## config.mk

```make
export PLATFORM = sky130hd
export DESIGN_NAME = masked_curvature_stencil_element
export DESIGN_NICKNAME = d
export VERILOG_FILES = /design/src/rtl/mcse_pkg.sv /design/src/rtl/masked_curvature_stencil_element.sv
export SDC_FILE = /design/constraint.sdc
export NUM_CORES = 2
export LEC_CHECK = 0
export BUFFER_PORTS_ARGS = -buffer_cell sky130_fd_sc_hd__clkbuf_2
export CORE_UTILIZATION = 30
export CTS_CLUSTER_SIZE = 14
export DETAILED_ROUTE_END_ITERATION = 8
export MAX_ROUTING_LAYER = met4
export PLACE_DENSITY = 0.41
export SLEW_MARGIN = 0
export SYNTH_ARGS = -nofsm -noshare
export SYNTH_HDL_FRONTEND = slang
export SYNTH_SLANG_ARGS = --single-unit
```

## constraint.sdc

```tcl
create_clock -name clk -period 43.2 [get_ports clk]
set_clock_uncertainty 0.1 [all_clocks]
set_input_delay 10.8 -clock clk [delete_from_list [all_inputs] [get_ports clk]]
set_output_delay 10.8 -clock clk [all_outputs]
set_load 0.03 [all_outputs]
```

## src/rtl/mcse_pkg.sv

```systemverilog
`default_nettype none

package mcse_pkg;

	// Field widths of the stream items.
	localparam int IDX_W      = 20;
	localparam int FLAGS_W    = 10;
	localparam int NN_W       = 13;
	localparam int WGT_W      = 32;
	localparam int VAL_W      = 38;
	localparam int COL_W      = 21;
	localparam int IN_DATA_W  = 56;
	localparam int OUT_DATA_W = 64;

	// Internal widths: signed grid positions and the wide partial sums.
	localparam int POS_W  = 23;
	localparam int SUM_W  = 40;
	localparam int COEF_W = 4;

	// Configuration register indexes.
	localparam int CFG_IDX_W = 2;
	localparam logic [CFG_IDX_W-1:0] REG_ROW_WIDTH    = 2'd0;
	localparam logic [CFG_IDX_W-1:0] REG_WEIGHT_X     = 2'd1;
	localparam logic [CFG_IDX_W-1:0] REG_WEIGHT_Y     = 2'd2;
	localparam logic [CFG_IDX_W-1:0] REG_WEIGHT_CROSS = 2'd3;

	// Reset values of the configuration registers.
	localparam logic [NN_W-1:0]  ROW_WIDTH_RST = 13'd64;
	localparam logic [WGT_W-1:0] WEIGHT_RST    = 32'd65536;

	// Weight selectors of the stencils.
	localparam int WSEL_X     = 0;
	localparam int WSEL_Y     = 1;
	localparam int WSEL_CROSS = 2;

	// Stencil table: taps as row offset (times the row width) and column
	// offset, with their integer coefficients, in ascending position order.
	localparam int NUM_ST  = 10;
	localparam int MAX_TAP = 4;
	localparam int GRID_R  = 2;
	localparam int GRID_D  = 5;

	localparam int ST_CNT [NUM_ST] = '{3, 3, 3, 4, 4, 4, 4, 3, 3, 3};
	localparam int ST_WSEL [NUM_ST] = '{WSEL_X, WSEL_X, WSEL_X, WSEL_CROSS, WSEL_CROSS,
		WSEL_CROSS, WSEL_CROSS, WSEL_Y, WSEL_Y, WSEL_Y};
	localparam int ST_ROW [NUM_ST][MAX_TAP] = '{
		'{0, 0, 0, 0}, '{0, 0, 0, 0}, '{0, 0, 0, 0},
		'{0, 0, 1, 1}, '{0, 0, 1, 1}, '{-1, -1, 0, 0}, '{-1, -1, 0, 0},
		'{0, 1, 2, 0}, '{-1, 0, 1, 0}, '{-2, -1, 0, 0}};
	localparam int ST_COL [NUM_ST][MAX_TAP] = '{
		'{0, 1, 2, 0}, '{-1, 0, 1, 0}, '{-2, -1, 0, 0},
		'{0, 1, 0, 1}, '{-1, 0, -1, 0}, '{0, 1, 0, 1}, '{-1, 0, -1, 0},
		'{0, 0, 0, 0}, '{0, 0, 0, 0}, '{0, 0, 0, 0}};
	localparam int ST_COEF [NUM_ST][MAX_TAP] = '{
		'{1, -2, 1, 0}, '{-2, 4, -2, 0}, '{1, -2, 1, 0},
		'{1, -1, -1, 1}, '{-1, 1, 1, -1}, '{-1, 1, 1, -1}, '{1, -1, -1, 1},
		'{1, -2, 1, 0}, '{-2, 4, -2, 0}, '{1, -2, 1, 0}};

	// Fallback neighbor list, scanned in this order.
	localparam int NUM_FB = 13;
	localparam int FB_ROW [NUM_FB] = '{-2, -1, -1, -1, 0, 0, 0, 0, 0, 1, 1, 1, 2};
	localparam int FB_COL [NUM_FB] = '{0, -1, 0, 1, -2, -1, 0, 1, 2, -1, 0, 1, 0};

	// Number of stencils reduced together in the first sum/min stage.
	localparam int GRP_N = 5;
	localparam int NUM_GRP = NUM_ST / GRP_N;

endpackage

`default_nettype wire

```

## src/rtl/masked_curvature_stencil_element.sv

```systemverilog
`default_nettype none

// Channel  | Signals                     | Contents
// s        | s_tvalid s_tready s_tdata   | request: row, column, fixed flags, stencil flags
// m        | m_tvalid m_tready m_tdata   | result: element value, next column, no-next flag
// cfg      | cfg_we cfg_index cfg_data   | row width and the three weights, write only
//
// Six register stages; one request enters per cycle while the stall enable is
// high. Throughput is set by the single shared stall enable, which advances
// every stage when the output register is empty or being taken. Reset clears
// all valid bits and loads the configuration registers with their defaults.
// A stall holds every stage; nothing is dropped or repeated.
module masked_curvature_stencil_element
	import mcse_pkg::*;
#(
	parameter int MAX_ROW_WIDTH = 4096
) (
	input  wire                        clk,
	input  wire                        arst_n,
	input  wire                        s_tvalid,
	output logic                       s_tready,
	// row_index[19:0], column_index[39:20], row_fixed[40], column_fixed[41],
	// stencil_flags[51:42], zero[55:52]
	input  wire  [IN_DATA_W-1:0]       s_tdata,
	output logic                       m_tvalid,
	input  wire                        m_tready,
	// element_value[37:0], next_column[58:38], next_none[59], zero[63:60]
	output logic [OUT_DATA_W-1:0]      m_tdata,
	input  wire                        cfg_we,
	input  wire  [CFG_IDX_W-1:0]       cfg_index,
	input  wire  [WGT_W-1:0]           cfg_data
);

	// Configuration registers.
	logic [NN_W-1:0]  row_width_q;
	logic [WGT_W-1:0] weight_x_q;
	logic [WGT_W-1:0] weight_y_q;
	logic [WGT_W-1:0] weight_cross_q;

	always_ff @(posedge clk or negedge arst_n) begin
		if (!arst_n) begin
			row_width_q    <= ROW_WIDTH_RST;
			weight_x_q     <= WEIGHT_RST;
			weight_y_q     <= WEIGHT_RST;
			weight_cross_q <= WEIGHT_RST;
		end else if (cfg_we) begin
			case (cfg_index)
				REG_ROW_WIDTH:    row_width_q    <= cfg_data[NN_W-1:0];
				REG_WEIGHT_X:     weight_x_q     <= cfg_data;
				REG_WEIGHT_Y:     weight_y_q     <= cfg_data;
				REG_WEIGHT_CROSS: weight_cross_q <= cfg_data;
				default: ;
			endcase
		end
	end

	// Effective row width: zero acts as one, and it is capped at the maximum.
	logic [NN_W-1:0] nn_eff;

	always_comb begin
		if (row_width_q == '0) begin
			nn_eff = NN_W'(1);
		end else if (32'(row_width_q) > 32'(MAX_ROW_WIDTH)) begin
			nn_eff = NN_W'(MAX_ROW_WIDTH);
		end else begin
			nn_eff = row_width_q;
		end
	end

	// Pipeline valid bits and the shared stall enable.
	logic v_s1, v_s2, v_s3, v_s4, v_s5, v_s6;
	logic en;

	assign en       = !v_s6 || m_tready;
	assign s_tready = en;
	assign m_tvalid = v_s6;

	always_ff @(posedge clk or negedge arst_n) begin
		if (!arst_n) begin
			v_s1 <= 1'b0;
			v_s2 <= 1'b0;
			v_s3 <= 1'b0;
			v_s4 <= 1'b0;
			v_s5 <= 1'b0;
			v_s6 <= 1'b0;
		end else if (en) begin
			v_s1 <= s_tvalid;
			v_s2 <= v_s1;
			v_s3 <= v_s2;
			v_s4 <= v_s3;
			v_s5 <= v_s4;
			v_s6 <= v_s5;
		end
	end

	// Stage 1: capture the request and decide whether the fallback list applies.
	logic [IDX_W-1:0]   i_s1;
	logic [IDX_W-1:0]   j_s1;
	logic [FLAGS_W-1:0] flags_s1;
	logic               fb_s1;

	always_ff @(posedge clk) begin
		if (en) begin
			i_s1     <= s_tdata[IDX_W-1:0];
			j_s1     <= s_tdata[2*IDX_W-1:IDX_W];
			flags_s1 <= s_tdata[2*IDX_W+2+FLAGS_W-1:2*IDX_W+2];
			fb_s1    <= s_tdata[2*IDX_W] || s_tdata[2*IDX_W+1] ||
				(s_tdata[2*IDX_W+2+FLAGS_W-1:2*IDX_W+2] == '0);
		end
	end

	// Stage 2: row bases i + r * NN for the five grid rows.
	logic signed [POS_W-1:0] base_s2 [GRID_D];
	logic [IDX_W-1:0]        j_s2;
	logic [FLAGS_W-1:0]      flags_s2;
	logic                    fb_s2;
	logic signed [POS_W-1:0] i_ext;
	logic signed [POS_W-1:0] nn_ext;

	assign i_ext  = signed'({{(POS_W-IDX_W){1'b0}}, i_s1});
	assign nn_ext = signed'({{(POS_W-NN_W){1'b0}}, nn_eff});

	always_ff @(posedge clk) begin
		if (en) begin
			base_s2[0] <= i_ext - (nn_ext <<< 1);
			base_s2[1] <= i_ext - nn_ext;
			base_s2[2] <= i_ext;
			base_s2[3] <= i_ext + nn_ext;
			base_s2[4] <= i_ext + (nn_ext <<< 1);
			j_s2       <= j_s1;
			flags_s2   <= flags_s1;
			fb_s2      <= fb_s1;
		end
	end

	// Stage 3: every grid position, compared against the column.
	logic signed [POS_W-1:0] pos_c [GRID_D][GRID_D];
	logic signed [POS_W-1:0] j_ext;
	logic [COL_W-1:0]        pos_s3 [GRID_D][GRID_D];
	logic [GRID_D-1:0]       lt_s3 [GRID_D];
	logic [GRID_D-1:0]       eq_s3 [GRID_D];
	logic [FLAGS_W-1:0]      flags_s3;
	logic                    fb_s3;

	assign j_ext = signed'({{(POS_W-IDX_W){1'b0}}, j_s2});

	always_comb begin
		for (int r = 0; r < GRID_D; r++) begin
			for (int c = 0; c < GRID_D; c++) begin
				pos_c[r][c] = base_s2[r] + POS_W'(c - GRID_R);
			end
		end
	end

	always_ff @(posedge clk) begin
		if (en) begin
			for (int r = 0; r < GRID_D; r++) begin
				for (int c = 0; c < GRID_D; c++) begin
					pos_s3[r][c] <= pos_c[r][c][COL_W-1:0];
					lt_s3[r][c]  <= j_ext < pos_c[r][c];
					eq_s3[r][c]  <= j_ext == pos_c[r][c];
				end
			end
			flags_s3 <= flags_s2;
			fb_s3    <= fb_s2;
		end
	end

	// Stage 4: per stencil, the tap that matches the column and its candidate;
	// for the fallback list, the first neighbor beyond the column.
	logic signed [COEF_W-1:0] coef_c [NUM_ST];
	logic [COL_W-1:0]         cand_c [NUM_ST];
	logic [NUM_ST-1:0]        have_c;
	logic [COL_W-1:0]         fb_next_c;
	logic                     fb_have_c;

	always_comb begin
		for (int s = 0; s < NUM_ST; s++) begin
			logic found;
			found     = 1'b0;
			coef_c[s] = '0;
			cand_c[s] = '0;
			have_c[s] = 1'b0;
			for (int k = 0; k < MAX_TAP; k++) begin
				if (k < ST_CNT[s] && !found) begin
					if (lt_s3[ST_ROW[s][k]+GRID_R][ST_COL[s][k]+GRID_R]) begin
						found     = 1'b1;
						have_c[s] = 1'b1;
						cand_c[s] = pos_s3[ST_ROW[s][k]+GRID_R][ST_COL[s][k]+GRID_R];
					end else if (eq_s3[ST_ROW[s][k]+GRID_R][ST_COL[s][k]+GRID_R]) begin
						found     = 1'b1;
						coef_c[s] = COEF_W'(ST_COEF[s][k]);
						if (k + 1 < ST_CNT[s]) begin
							have_c[s] = 1'b1;
							cand_c[s] = pos_s3[ST_ROW[s][(k < MAX_TAP-1) ? k+1 : k] + GRID_R]
								[ST_COL[s][(k < MAX_TAP-1) ? k+1 : k] + GRID_R];
						end
					end
				end
			end
			// A disabled stencil adds nothing.
			if (!flags_s3[s]) begin
				coef_c[s] = '0;
				have_c[s] = 1'b0;
			end
		end

		fb_next_c = '0;
		fb_have_c = 1'b0;
		for (int k = 0; k < NUM_FB; k++) begin
			if (!fb_have_c && lt_s3[FB_ROW[k]+GRID_R][FB_COL[k]+GRID_R]) begin
				fb_have_c = 1'b1;
				fb_next_c = pos_s3[FB_ROW[k]+GRID_R][FB_COL[k]+GRID_R];
			end
		end
	end

	logic signed [COEF_W-1:0] coef_s4 [NUM_ST];
	logic [COL_W-1:0]         cand_s4 [NUM_ST];
	logic [NUM_ST-1:0]        have_s4;
	logic [COL_W-1:0]         fb_next_s4;
	logic                     fb_have_s4;
	logic                     fb_s4;

	always_ff @(posedge clk) begin
		if (en) begin
			coef_s4    <= coef_c;
			cand_s4    <= cand_c;
			have_s4    <= have_c;
			fb_next_s4 <= fb_next_c;
			fb_have_s4 <= fb_have_c;
			fb_s4      <= fb_s3;
		end
	end

	// Coefficient times weight, as shifts and a negation.
	function automatic logic signed [SUM_W-1:0] coef_term(
		input logic signed [COEF_W-1:0] coef,
		input logic [WGT_W-1:0]         w
	);
		logic signed [SUM_W-1:0] we;
		logic signed [SUM_W-1:0] res;
		we = signed'({{(SUM_W-WGT_W){1'b0}}, w});
		case (coef)
			4'sd1:   res = we;
			-4'sd1:  res = -we;
			4'sd2:   res = we <<< 1;
			-4'sd2:  res = -(we <<< 1);
			4'sd4:   res = we <<< 2;
			-4'sd4:  res = -(we <<< 2);
			default: res = '0;
		endcase
		return res;
	endfunction

	// Stage 5: terms, then sum and minimum within each group of stencils.
	logic signed [SUM_W-1:0] gsum_c [NUM_GRP];
	logic [COL_W-1:0]        gmin_c [NUM_GRP];
	logic [NUM_GRP-1:0]      ghave_c;

	always_comb begin
		for (int g = 0; g < NUM_GRP; g++) begin
			gsum_c[g]  = '0;
			gmin_c[g]  = '0;
			ghave_c[g] = 1'b0;
			for (int m = 0; m < GRP_N; m++) begin
				gsum_c[g] = gsum_c[g] + coef_term(coef_s4[g*GRP_N+m],
					(ST_WSEL[g*GRP_N+m] == WSEL_X) ? weight_x_q :
					(ST_WSEL[g*GRP_N+m] == WSEL_Y) ? weight_y_q : weight_cross_q);
				if (have_s4[g*GRP_N+m] &&
						(!ghave_c[g] || cand_s4[g*GRP_N+m] < gmin_c[g])) begin
					ghave_c[g] = 1'b1;
					gmin_c[g]  = cand_s4[g*GRP_N+m];
				end
			end
		end
	end

	logic signed [SUM_W-1:0] gsum_s5 [NUM_GRP];
	logic [COL_W-1:0]        gmin_s5 [NUM_GRP];
	logic [NUM_GRP-1:0]      ghave_s5;
	logic [COL_W-1:0]        fb_next_s5;
	logic                    fb_have_s5;
	logic                    fb_s5;

	always_ff @(posedge clk) begin
		if (en) begin
			gsum_s5    <= gsum_c;
			gmin_s5    <= gmin_c;
			ghave_s5   <= ghave_c;
			fb_next_s5 <= fb_next_s4;
			fb_have_s5 <= fb_have_s4;
			fb_s5      <= fb_s4;
		end
	end

	// Stage 6: combine the groups, pick the fallback result, and drive the output.
	logic signed [SUM_W-1:0] sum_c;
	logic [COL_W-1:0]        next_c;
	logic                    have_c6;
	logic [VAL_W-1:0]        val_s6;
	logic [COL_W-1:0]        next_s6;
	logic                    none_s6;

	always_comb begin
		sum_c   = '0;
		next_c  = '0;
		have_c6 = 1'b0;
		for (int g = 0; g < NUM_GRP; g++) begin
			sum_c = sum_c + gsum_s5[g];
			if (ghave_s5[g] && (!have_c6 || gmin_s5[g] < next_c)) begin
				have_c6 = 1'b1;
				next_c  = gmin_s5[g];
			end
		end
		if (fb_s5) begin
			sum_c   = '0;
			have_c6 = fb_have_s5;
			next_c  = fb_next_s5;
		end
		if (!have_c6) begin
			next_c = '0;
		end
	end

	always_ff @(posedge clk) begin
		if (en) begin
			val_s6  <= sum_c[VAL_W-1:0];
			next_s6 <= next_c;
			none_s6 <= !have_c6;
		end
	end

	assign m_tdata = {{(OUT_DATA_W-VAL_W-COL_W-1){1'b0}}, none_s6, next_s6, val_s6};

endmodule

`default_nettype wire

```

==> results.yml <==
detailed_routing:
  wl_met1_mm: 160
  finalWirelength_mm: 314
  vias: 62500
  routed-wl-met3_mm: 23.9
  wl_per_cell_um: 27.3
  first_pass_iters: 9
  dr_wl_met2_mm: 122
  highest_layer: "met4"
  post_drt_via_cell_ratio: 5.43
  antenna_left: 0
  dr.first_iter.drc_count: 7184
  drc: 7
place:
  gp_congestion: 0.951
  place_area_um2: 82900
  portBuffers: 152
  dp_hpwl_mm: 251
yosys:
  synthArstFlopShare: 0.108
  synth_edf_count: 946
  synthCells: 7949
  synthTopCellsByArea: "edfxtp_1 36%, ha_1 9.7%, fa_1 5.7%"
  synth_top_area_frac: 0.362
  syn_area_per_cell_um2: 9.88
  yosysWarnings: 0
  yosysSeqAreaShare: 0.398
  ys_dominant_reg_cell: "edfxtp_1"
  ys_seq_elements: 1061
  syn_area_um2: 78600
  synth_cell_type_count: 93
  yosys.area.top_type: "edfxtp_1"
timing:
  grt_setup_unrepaired: "no"
  min_period_ns: 23.04
  fmax_mhz: 43.4
  finalMaxSlewViolations: 0
  finalHoldViolCount: 0
  max-slew-margin-rel: 0.172
  setup_violations: 0
  tns_ns: 0
  worst_pin_slew_ns: 1.24
  finalCritPeriodShare: 0.533
status:
  status: "finished with violations"
  violations: "design-rule violations"
finish:
  fin_area_um2: 87600
  fillerInstances: 26400
  final_nets: 8816
  drive_above_1_share: 0.0917
  syn_to_final_growth_pct: 11.5
global_routing:
  grt_max_degree: 167
  track_usage: 0.239
  antenna_found_initial: 43
  grt-ovfl-total: 0
  grt_pass1_vias: 59700
  grt_pass1_wl_mm: 440
worst_setup_path:
  start_kind: "input port"
  crit_path_frequent_cell: "clkbuf_2"
  slowest_stage: "nor2b_1"
  r2r_setup_slack_ns: 31.51
  path_class: "input port to output pin"
  slowest_delay_ns: 0.61
  crit_required_ns: 32.30
  worstPathArrival_ns: 12.14
  worstPathMaxFanout: 49
  cp-end-kind: "output pin"
  crit_chain: "clkbuf_2, nor2b_1, inv_8, clkbuf_2"
clocking:
  post_cts_buffers: 0
  clk_pin_slew_ns: 0.06
  cts_tree: "yes"
  cts_buffers: 138
  clock-sinks: 1061
  ctsRootBufferMaster: "clkbuf_16"
  max-clock-path-buffers: 3
  cts.htree.levels: 4
  clk_latency_ns: 0.84
  postCtsHoldBufs: 0
  ctsResizeCount: 0
die:
  die_area_um2: 264000
  io-pin-count: 161
  initial_core_util: 0.302
  die_h_um: 514
  core_region_area_um2: 260000
  num_rows: 187
  die_w_um: 514
min_path:
  hp-class: "flip-flop to flip-flop"
flow_run:
  cap_violations: 0
[worst paths after layout]
kind	start	end	cells after the start
setup / recovery	m_tready	s_tready	4
hold / removal	flags_s1[4]$_DFFE_PP_	flags_s2[4]$_DFFE_PP_	0
setup reg to reg	have_s4[5]$_SDFFCE_PN0P_	gmin_s5[11]$_DFFE_PP_	43
hold reg to reg	flags_s1[4]$_DFFE_PP_	flags_s2[4]$_DFFE_PP_	0
max in group asynchronous	arst_n	weight_y_q[15]$_DFFE_PN0P_	2
min in group asynchronous	arst_n	weight_x_q[20]$_DFFE_PN0P_	1
[cell type report]
cell class / instances / area [µm²] / area share
clock buffers: 169 / 3590 / 0.0410
inverters: 685 / 2580 / 0.0294
flip-flops and latches: 1061 / 31300 / 0.357
multi-input cells: 5726 / 43000 / 0.491
repair buffers: 279 / 1750 / 0.0199
well taps: 3496 / 4370 / 0.0499
diodes: 24 / 60.1 / 0.000686
clock inverters: 75 / 975 / 0.0111
[flip-flops by register name (all words and copies together) (netlist names), 21 cells and up]
| signal | flops |
|---|---|
| val_s6 | 38 |
| gsum_s5 | 76 |
| next_s6 | 21 |
| cand_s4 | 210 |
| gmin_s5 | 42 |
| base_s2 | 100 |
| pos_s3 | 261 |
| fb_next_s5 | 21 |
| weight_y_q | 32 |
| fb_next_s4 | 21 |
| weight_cross_q | 32 |
| weight_x_q | 32 |
[cell usage in the layout (no fill, tap or decap), types with 45 or more instances in the layout]
cell type | netlist | layout
edfxtp_1 | 946 | 946
nand2_1 | 912 | 912
inv_1 | 681 | 680
ha_1 | 607 | 607
o21ai_0 | 489 | 487
xnor2_1 | 401 | 401
nor2_1 | 380 | 379
a21oi_1 | 375 | 374
fa_1 | 223 | 223
mux2_2 | 174 | 174
clkbuf_2 | 0 | 151
a21o_1 | 147 | 147
clkbuf_16 | 0 | 139
mux2i_1 | 138 | 138
nand3_1 | 132 | 131
nor2b_1 | 127 | 127
buf_4 | 7 | 125
a32oi_1 | 122 | 122
nor3_1 | 119 | 117
a22oi_1 | 115 | 115
dfrtp_1 | 111 | 111
nand4_1 | 101 | 101
o21a_1 | 82 | 82
and3_1 | 81 | 81
nand2b_1 | 78 | 78
xor2_1 | 74 | 74
a31oi_1 | 73 | 73
or3_1 | 71 | 71
a221o_1 | 58 | 58
a222oi_1 | 58 | 58
a221oi_1 | 51 | 51
a211oi_1 | 46 | 45
[cells by family (layout without fill, tap and decap cells)]
logic type,count (synthesis),count (layout),synth area share
AND/OR/NAND/NOR,2223,2223,0.135
multiplexers,312,312,0.0425
other,1,28,0.0000477
adder cells (fa/ha/maj),830,830,0.154
AO/OA/AOI/OAI,1879,1879,0.161
buffers and inverters,1165,1208,0.0567
XOR/XNOR,478,478,0.0536
flip-flops,1061,1061,0.398
[routing by layer]
layer	vias to the layer above	global-route usage
li1	28600	-
met1	31000	0.369
met2	2508	0.315
met3	391	0.0400
met4	0	0.0612
met5	-	-
[Yosys cell counts (all sizes together) (46+ instances only)]
library cell  instances
nor2                380
a21o                147
buf                  91
nand2b               78
o211ai               46
nor2b               127
a32oi               122
mux2i               138
nand3               132
nor3                120
dfrtp               111
and3                 81
a22oi               115
a221o                58
inv                 682
nand2               912
fa                  223
o21ai               490
nand4               101
edfxtp              946
a222oi               58
a31oi                73
xnor2               404
xor2                 74
clkbuf              389
o21a                 82
or3                  73
ha                  607
mux2                174
a21oi               375
a211oi               46
a221oi               51
[metrics by stage]
| step | hold WS [ns] | setup WS [ns] | instances | utilization |
|---|---|---|---|---|
| 2_1_floorplan | 0.300 | 3.00 | 7952 | - |
| 3_3_place_gp | 0.301 | 20.15 | 11200 | 0.319 |
| 3_5_place_dp | 0.305 | 20.11 | 11200 | 0.319 |
| 4_1_cts | 0.273 | 20.11 | 11500 | 0.337 |
| 5_1_grt | 0.295 | 20.02 | 11500 | 0.337 |
| 6_report | 0.283 | 20.16 | 11500 | 0.337 |
[critical path: cells and delay by family]
kind	cells	cell delay, ns
buffers and inverters	3	0.63
and+or+nand+nor	1	0.61
Power is left out: the tool's default activity adds up to more than one toggle a clock period on the data nets, which glitch-free logic cannot reach.
